## src/rtl/pfp_pkg.sv

```systemverilog
// Shared types, codes and constants of the pose frame parser.
package pfp_pkg;

  // item opcodes
  localparam logic OP_BYTE = 1'b0;
  localparam logic OP_TICK = 1'b1;

  // configuration register indexes
  localparam logic CFG_OVERFLOW_LIMIT = 1'b0;
  localparam logic CFG_LOST_TIMEOUT   = 1'b1;

  // link status codes
  localparam logic [1:0] ST_OK       = 2'd0;
  localparam logic [1:0] ST_OVERFLOW = 2'd1;
  localparam logic [1:0] ST_LOST     = 2'd2;

  // framing bytes
  localparam logic [7:0] SYNC_A    = 8'hAA;
  localparam logic [7:0] SYNC_B    = 8'hFF;
  localparam logic [7:0] POSE_CODE = 8'hA1;
  localparam logic [7:0] TRAILER   = 8'h00;

  localparam int POSE_BYTES_DEF = 18;
  localparam int LEN_LIMIT_DEF  = 250;
  localparam int POSE_WORDS     = 9;
  localparam logic [1:0] REJECT_ERR = 2'd2;

  localparam logic [15:0] OVERFLOW_LIMIT_RST = 16'd32768;
  localparam logic [15:0] LOST_TIMEOUT_RST   = 16'd1000;

  typedef logic [POSE_WORDS-1:0][15:0] pose_vec_t;

  typedef struct packed {
    logic       pose_updated;
    logic       offline;
    logic [1:0] link_status;
    pose_vec_t  pose;
  } pfp_result_t;

  // absolute value of a two's complement word, 0x8000 gives 32768
  function automatic logic [16:0] magnitude(input logic [15:0] v);
    logic [16:0] m;
    if (v[15]) begin
      m = 17'h10000 - {1'b0, v};
    end else begin
      m = {1'b0, v};
    end
    return m;
  endfunction

endpackage

```

## src/rtl/pose_frame_parser_with_link_watchdog.sv

```systemverilog
// Top level: serial pose frame parser, pose check and lost-link watchdog.
// One word is taken per clock unless stalled, either a received byte or a
// millisecond tick, and each yields exactly one result word. All parsing, the
// pose range check and the timer update are done in a single registered pass,
// so the rate is one word per cycle with no bubbles if out_stall is low. A
// two-entry output buffer (result register plus skid register) lets a new
// word enter while a result waits; in_stall rises only when both are full.
// Configuration writes are taken at any time and should be made while idle.
module pose_frame_parser_with_link_watchdog #(
  parameter int POSE_BYTES = pfp_pkg::POSE_BYTES_DEF,
  parameter int LEN_LIMIT  = pfp_pkg::LEN_LIMIT_DEF
) (
  input  logic               clk,
  input  logic               rst_n,
  // input channel
  input  logic               in_valid,
  output logic               in_stall,
  input  logic               in_opcode,
  input  logic [7:0]         in_rx_byte,
  input  logic [7:0]         in_tick_ms,
  // result channel
  output logic               out_valid,
  input  logic               out_stall,
  output logic               out_pose_updated,
  output logic               out_offline,
  output logic [1:0]         out_link_status,
  output logic signed [15:0] out_pos_x,
  output logic signed [15:0] out_pos_y,
  output logic signed [15:0] out_pos_z,
  output logic signed [15:0] out_roll_angle,
  output logic signed [15:0] out_pitch_angle,
  output logic signed [15:0] out_yaw_angle,
  output logic signed [15:0] out_vel_x,
  output logic signed [15:0] out_vel_y,
  output logic signed [15:0] out_vel_z,
  // configuration port
  input  logic               cfg_valid,
  output logic               cfg_ready,
  input  logic               cfg_index,
  input  logic [15:0]        cfg_data
);

  localparam int IDX_W  = $clog2(POSE_BYTES + 1);
  localparam int ADDR_W = $clog2(POSE_BYTES);

  localparam logic [2:0] PH_IDLE = 3'd0;
  localparam logic [2:0] PH_SYNC = 3'd1;
  localparam logic [2:0] PH_ADDR = 3'd2;
  localparam logic [2:0] PH_FUNC = 3'd3;
  localparam logic [2:0] PH_DATA = 3'd4;
  localparam logic [2:0] PH_TAIL = 3'd5;

  // configuration
  logic [15:0] ovf_limit_r;
  logic [15:0] lost_timeout_r;

  // parser and watchdog state
  logic [2:0]       phase_r, phase_nxt;
  logic [7:0]       remain_r, remain_nxt;
  logic [IDX_W-1:0] idx_r, idx_nxt;
  logic             func_pose_r, func_pose_nxt;
  logic [1:0]       reject_r, reject_nxt;
  logic [1:0]       status_r, status_nxt;
  logic [15:0]      timer_r, timer_nxt;
  logic             offline_r, offline_nxt;
  pfp_pkg::pose_vec_t pose_r, pose_nxt;
  logic [7:0]       store_r [POSE_BYTES];

  logic             store_we;
  logic             accepted;
  logic             take;
  pfp_pkg::pfp_result_t res;

  // output buffer
  logic                 out_valid_r;
  pfp_pkg::pfp_result_t out_data_r;
  logic                 skid_valid_r;
  pfp_pkg::pfp_result_t skid_data_r;

  pfp_pkg::pose_vec_t words;
  logic               in_range;
  logic [1:0]         reject_inc;
  logic [16:0]        timer_sum;

  assign take      = in_valid && !in_stall;
  assign in_stall  = skid_valid_r;
  assign cfg_ready = 1'b1;

  always_comb begin
    for (int k = 0; k < pfp_pkg::POSE_WORDS; k++) begin
      words[k] = {store_r[2*k], store_r[2*k+1]};
    end
    in_range = (pfp_pkg::magnitude(words[0]) < {1'b0, ovf_limit_r}) &&
               (pfp_pkg::magnitude(words[1]) < {1'b0, ovf_limit_r}) &&
               (pfp_pkg::magnitude(words[2]) < {1'b0, ovf_limit_r});
    reject_inc = (reject_r == 2'd3) ? reject_r : reject_r + 2'd1;
    timer_sum  = {1'b0, timer_r} + {9'd0, in_tick_ms};
  end

  always_comb begin
    phase_nxt     = phase_r;
    remain_nxt    = remain_r;
    idx_nxt       = idx_r;
    func_pose_nxt = func_pose_r;
    reject_nxt    = reject_r;
    status_nxt    = status_r;
    timer_nxt     = timer_r;
    offline_nxt   = offline_r;
    pose_nxt      = pose_r;
    store_we      = 1'b0;
    accepted      = 1'b0;

    if (in_opcode == pfp_pkg::OP_BYTE) begin
      unique case (phase_r)
        PH_IDLE: begin
          phase_nxt = (in_rx_byte == pfp_pkg::SYNC_A) ? PH_SYNC : PH_IDLE;
        end
        PH_SYNC: begin
          phase_nxt = (in_rx_byte == pfp_pkg::SYNC_B) ? PH_ADDR : PH_IDLE;
        end
        PH_ADDR: begin
          func_pose_nxt = (in_rx_byte == pfp_pkg::POSE_CODE);
          phase_nxt     = PH_FUNC;
        end
        PH_FUNC: begin
          if ({1'b0, in_rx_byte} < 9'(LEN_LIMIT)) begin
            remain_nxt = in_rx_byte;
            idx_nxt    = '0;
            phase_nxt  = (in_rx_byte == 8'd0) ? PH_TAIL : PH_DATA;
          end else begin
            phase_nxt = PH_IDLE;
          end
        end
        PH_DATA: begin
          if (idx_r < IDX_W'(POSE_BYTES)) begin
            store_we = 1'b1;
            idx_nxt  = idx_r + 1'b1;
          end
          if (remain_r != 8'd0) begin
            remain_nxt = remain_r - 8'd1;
          end
          if (remain_nxt == 8'd0) begin
            phase_nxt = PH_TAIL;
          end
        end
        PH_TAIL: begin
          if (in_rx_byte == pfp_pkg::TRAILER) begin
            if (func_pose_r && (idx_r >= IDX_W'(POSE_BYTES))) begin
              if (in_range) begin
                pose_nxt   = words;
                status_nxt = pfp_pkg::ST_OK;
                reject_nxt = 2'd0;
                accepted   = 1'b1;
              end else begin
                reject_nxt = reject_inc;
                if (reject_inc >= pfp_pkg::REJECT_ERR) begin
                  status_nxt = pfp_pkg::ST_OVERFLOW;
                end
              end
            end
            timer_nxt   = 16'd0;
            offline_nxt = 1'b0;
          end
          phase_nxt = PH_IDLE;
        end
        default: begin
          phase_nxt = PH_IDLE;
        end
      endcase
    end else begin
      if (timer_r < lost_timeout_r) begin
        timer_nxt = timer_sum[16] ? 16'hFFFF : timer_sum[15:0];
      end else begin
        offline_nxt = 1'b1;
        status_nxt  = pfp_pkg::ST_LOST;
      end
    end

    res.pose_updated = accepted;
    res.offline      = offline_nxt;
    res.link_status  = status_nxt;
    res.pose         = pose_nxt;
  end

  always_ff @(posedge clk) begin
    if (!rst_n) begin
      ovf_limit_r    <= pfp_pkg::OVERFLOW_LIMIT_RST;
      lost_timeout_r <= pfp_pkg::LOST_TIMEOUT_RST;
    end else if (cfg_valid && cfg_ready) begin
      unique case (cfg_index)
        pfp_pkg::CFG_OVERFLOW_LIMIT: ovf_limit_r    <= cfg_data;
        pfp_pkg::CFG_LOST_TIMEOUT:   lost_timeout_r <= cfg_data;
        default: ;
      endcase
    end
  end

  always_ff @(posedge clk) begin
    if (!rst_n) begin
      phase_r     <= PH_IDLE;
      remain_r    <= 8'd0;
      idx_r       <= '0;
      func_pose_r <= 1'b0;
      reject_r    <= 2'd0;
      status_r    <= pfp_pkg::ST_OK;
      timer_r     <= 16'd0;
      offline_r   <= 1'b0;
      pose_r      <= '0;
    end else if (take) begin
      phase_r     <= phase_nxt;
      remain_r    <= remain_nxt;
      idx_r       <= idx_nxt;
      func_pose_r <= func_pose_nxt;
      reject_r    <= reject_nxt;
      status_r    <= status_nxt;
      timer_r     <= timer_nxt;
      offline_r   <= offline_nxt;
      pose_r      <= pose_nxt;
    end
  end

  // payload bytes, only the first POSE_BYTES of a frame are kept
  always_ff @(posedge clk) begin
    if (take && store_we) begin
      store_r[idx_r[ADDR_W-1:0]] <= in_rx_byte;
    end
  end

  // result register with skid entry behind it
  always_ff @(posedge clk) begin
    if (!rst_n) begin
      out_valid_r  <= 1'b0;
      skid_valid_r <= 1'b0;
    end else if (!out_valid_r || !out_stall) begin
      if (skid_valid_r) begin
        out_valid_r  <= 1'b1;
        skid_valid_r <= 1'b0;
      end else begin
        out_valid_r <= take;
      end
    end else if (take) begin
      skid_valid_r <= 1'b1;
    end
  end

  always_ff @(posedge clk) begin
    if (!out_valid_r || !out_stall) begin
      out_data_r <= skid_valid_r ? skid_data_r : res;
    end else if (take) begin
      skid_data_r <= res;
    end
  end

  assign out_valid        = out_valid_r;
  assign out_pose_updated = out_data_r.pose_updated;
  assign out_offline      = out_data_r.offline;
  assign out_link_status  = out_data_r.link_status;
  assign out_pos_x        = $signed(out_data_r.pose[0]);
  assign out_pos_y        = $signed(out_data_r.pose[1]);
  assign out_pos_z        = $signed(out_data_r.pose[2]);
  assign out_roll_angle   = $signed(out_data_r.pose[3]);
  assign out_pitch_angle  = $signed(out_data_r.pose[4]);
  assign out_yaw_angle    = $signed(out_data_r.pose[5]);
  assign out_vel_x        = $signed(out_data_r.pose[6]);
  assign out_vel_y        = $signed(out_data_r.pose[7]);
  assign out_vel_z        = $signed(out_data_r.pose[8]);

  // skid entry only fills behind a held result
  a_skid_behind_out: assert property (@(posedge clk) disable iff (!rst_n)
    skid_valid_r |-> out_valid_r)
    else $error("skid entry valid with empty result register");

  // offline is only set with lost status and cleared by a frame's trailer byte
  a_offline_lost: assert property (@(posedge clk) disable iff (!rst_n)
    offline_r |-> (status_r == pfp_pkg::ST_LOST))
    else $error("offline flag without lost status");

  // data phase always has bytes left to take
  a_data_remain: assert property (@(posedge clk) disable iff (!rst_n)
    (phase_r == PH_DATA) |-> (remain_r != 8'd0))
    else $error("data phase with no bytes remaining");

  // an accepted pose always reports ok status
  a_pose_ok: assert property (@(posedge clk) disable iff (!rst_n)
    (take && accepted) |=> (status_r == pfp_pkg::ST_OK) && !offline_r)
    else $error("accepted pose left status not ok");

endmodule
```

## config.mk

```make
export PLATFORM = sky130hd
export DESIGN_NAME = pose_frame_parser_with_link_watchdog
export DESIGN_NICKNAME = d
export VERILOG_FILES = /design/src/rtl/pfp_pkg.sv /design/src/rtl/pose_frame_parser_with_link_watchdog.sv
export SDC_FILE = /design/constraint.sdc
export NUM_CORES = 1
export LEC_CHECK = 0
export BUFFER_PORTS_ARGS = -buffer_cell sky130_fd_sc_hd__buf_2
export CORE_ASPECT_RATIO = 0.8
export CORE_UTILIZATION = 30
export CTS_CLUSTER_SIZE = 40
export DETAILED_ROUTE_END_ITERATION = 10
export PLACE_DENSITY = 0.56
export SLEW_MARGIN = 20
export SYNTH_ARGS = -nofsm -noshare
export SYNTH_HDL_FRONTEND = slang
export SYNTH_SLANG_ARGS = --single-unit
```

## constraint.sdc

```tcl
create_clock -name clk -period 30.1 [get_ports clk]
set_input_delay 6.02 -clock clk [delete_from_list [all_inputs] [get_ports clk]]
set_output_delay 6.02 -clock clk [all_outputs]
set_load 0.01 [all_outputs]
```

==> results by group <==
Routing
  – DRC viols: 0
  – Via/cell ratio: 4.79
  – First-iteration detailed-routing DRC count: around 1400
  – Drt wl/cell: 18.8 µm
  – DRT antenna net count: 0
  – Vias: 18000
  – WL final: approximately 70 mm
  – First-pass DRT Iterations: 5

Final layout
  – Nets: between 2000 and 3000
  – Most flop-heavy register: skid_data_r
  – Share of layout cells above drive strength 1: 0.258
  – Layout Cells excl Fill: ~3800
  – P&R area growth vs syn: 15.8%
  – Fin area: 33300 µm²
  – Max FFs per register: between 100 and 150

Timing
  – Hold WS: between 400 and 500 ps
  – Period utilization: 0.319
  – Fin. Hold Viols: 0
  – Post-layout min period: a little under 10000 ps
  – Slew headroom: 0.264
  – Post-route worst setup slack: a little over 20000 ps
  – RSZ-0062 raised after global routing: false
  – Pins Over Slew Limit: 0
  – Skew final: 24.9 ps
  – Setup TNS: 0 ps
  – # setup viols final: 0
  – Worst-Margin Slew: 1100 ps
  – F_max: around 0.10 GHz

Floorplan
  – Rows: about 100
  – Core footprint: between 90000 and 100000 µm²
  – Chip height: around 280 µm
  – Die Area: 97000 µm²
  – Die W: about 350 µm
  – Starting density of the core: 0.303
  – I/O pin total: 190

Yosys
  – Top_reg_cell synth: edfxtp_1
  – Register area share after synthesis: 0.611
  – Ys async rst share: 0
  – Yosys reg bits: roughly 660
  – Synth Cell Area: ~29000 µm²
  – EDFF count, synth: 440
  – Syn avg cell area: about 13 µm²
  – Post-Syn Instances: approximately 2200
  – Yosys cell types: 70
  – Synth warn: 0
  – Post-Syn Nets: approximately 2400

CTS
  – Root buffer cell: clkbuf_16
  – Setup bufs post-CTS: 0
  – Number of H-tree levels: 3
  – Hold-fix buffers, CTS: 0
  – CTS tree: built
  – Clk sinks: 656
  – CTS Buf Count: 69
  – Cts repair resizes: 0
  – Clock transition at path regs: ~60 ps
  – Clk_lat worst skew: about 630 ps
  – Clock Path Buffers: 3

Placement
  – Post-DP HPWL: ~46 mm
  – Port Buf Inserts: around 190
  – Place WS: roughly 20000 ps
  – Placed cells: between 3000 and 4000
  – Post-Place Cell Area: about 31000 µm²
  – RePlAce Congestion: roughly 0.8

Worst hold path
  – Hold_sp: pose_r[20]
  – Hold EP: pose_r[20]
  – Hold Crit Class: reg -> reg
  – Worst hold stages: 2

Setup path
  – R2R depth: 14
  – FF-to-FF Start: store_r[5][1]
  – CP Launch Type: primary input
  – Setup CP Type: in -> reg
  – CP max FO: 70
  – R2R setup slack: ~24000 ps
  – Reg2reg end: pose_r[6]
  – Worst Path Arrival: between 10000 and 15000 ps
  – CP required: 30550 ps
  – Nature of the critical path endpoint: flop

GRT
  – Number of global-route vias before repair: approximately 18000
  – Grt ovf: 0
  – All-Layer GR Usage: 0.142
  – First-pass GRT wire length: about 110 mm
  – Largest net degree at the start of global routing: about 160
  – Initial antenna violation count: 8

Power and ir drop
  – Leak: about 12 nW
  – Power Dens Cells: about 58 nW/µm²
  – Worst VDD drop: around 43 µV

Flow run
  – Max_cap viols: 0

Status
  – Status: complete, no violations
==> synthesized netlist by cell type, drive strengths merged, types with 51 or more instances <==
library cell,number,area (µm²)
mux2,289,3520
a21oi,79,395
nand4,54,338
mux2i,105,1050
edfxtp,440,13200
o21ai,92,460
clkbuf,86,323
nand2,385,1450
inv,51,191
nor2,59,221
dfxtp,216,4320
ha,77,963
==> cell type report <==
cell class | instances | area, µm²
Antenna cell | 8 | 20.0
Clock buffer | 86 | 1850
Clock inverter | 41 | 443
Fill cell | 9183 | 61600
Inverter | 52 | 195
Multi-Input combinational cell | 1409 | 10500
Sequential cell | 656 | 17500
Tap cell | 1287 | 1610
Timing Repair Buffer | 212 | 1140
==> metrics by stage <==
stage / utilization / power (mW)
after floorplan: - / 1.05
after global placement: 0.326 / 1.09
after detailed placement: 0.326 / 1.09
after CTS: 0.350 / 1.96
after global routing: 0.350 / 2.00
final: 0.350 / 1.93
==> worst max-delay path, cell delays in order <==
cell and delay (ps):
buf_2 100, buf_4 240, nor4_1 410, nand4_1 230
nor3_1 300, a21boi_1 270, and4_4 700, and2_4 590
buf_4 800, o21ai_0 250
==> placed cells by master (no fill, tap or decap), types with 9 or more instances in the layout <==
cell / n
clkbuf_1: 12
edfxtp_1: 440
inv_1: 51
o31ai_1: 16
nand2_1: 384
a21oi_1: 79
nor4_1: 13
buf_2: 187
nor2_1: 59
o21ai_0: 92
nand3_1: 20
nor3_1: 12
clkbuf_16: 70
mux2_4: 72
mux2_2: 217
nand2b_1: 15
ha_1: 77
buf_4: 23
o211ai_1: 9
dfxtp_1: 215
nand4_1: 54
and2_1: 15
mux2i_1: 105
xnor2_1: 41
clkinv_2: 14
==> metal layers <==
metal | share of wire | GRT usage | up-vias
met5 | 0.00038 | 0 | -
met4 | 0.028 | 0.0433 | 4
met3 | 0.051 | 0.0314 | 146
met2 | 0.45 | 0.220 | 522
met1 | 0.47 | 0.197 | 8802
li1 | - | - | 8498
==> worst max-delay path by stage <==
stage / start / end / slack [ps]
floorplan: out_stall / skid_data_r[0] / 12580
global placement: in_rx_byte[3] / pose_r[4] / 20040
detailed placement: in_rx_byte[2] / pose_r[6] / 19850
CTS: in_rx_byte[4] / pose_r[6] / 20490
global route: in_rx_byte[4] / pose_r[35] / 20270
finish: in_rx_byte[3] / pose_r[6] / 20490
==> cells by family (layout without fill, tap and decap cells) <==
group | after synthesis | in the layout | synth area share
DFF | 656 | 656 | 0.611
and+or+nand+nor | 621 | 621 | 0.0965
muxes | 394 | 394 | 0.159
AOI/OAI and AO/OA | 267 | 267 | 0.0561
buffers and inverters | 174 | 391 | 0.0284
adders and majority gates | 78 | 78 | 0.0342
xor gates and xnor gates | 48 | 48 | 0.0146
other | 1 | 9 | 0.000131
==> power breakdown <==
| group | leakage (nW) | internal, mW | switching (mW) |
|---|---|---|---|
| registers | 5.86 | 0.980 | 0.00988 |
| clock network | 1.12 | 0.496 | 0.368 |
| logic | 5.08 | 0.0263 | 0.0547 |
(Power assumes the default switching activity.)
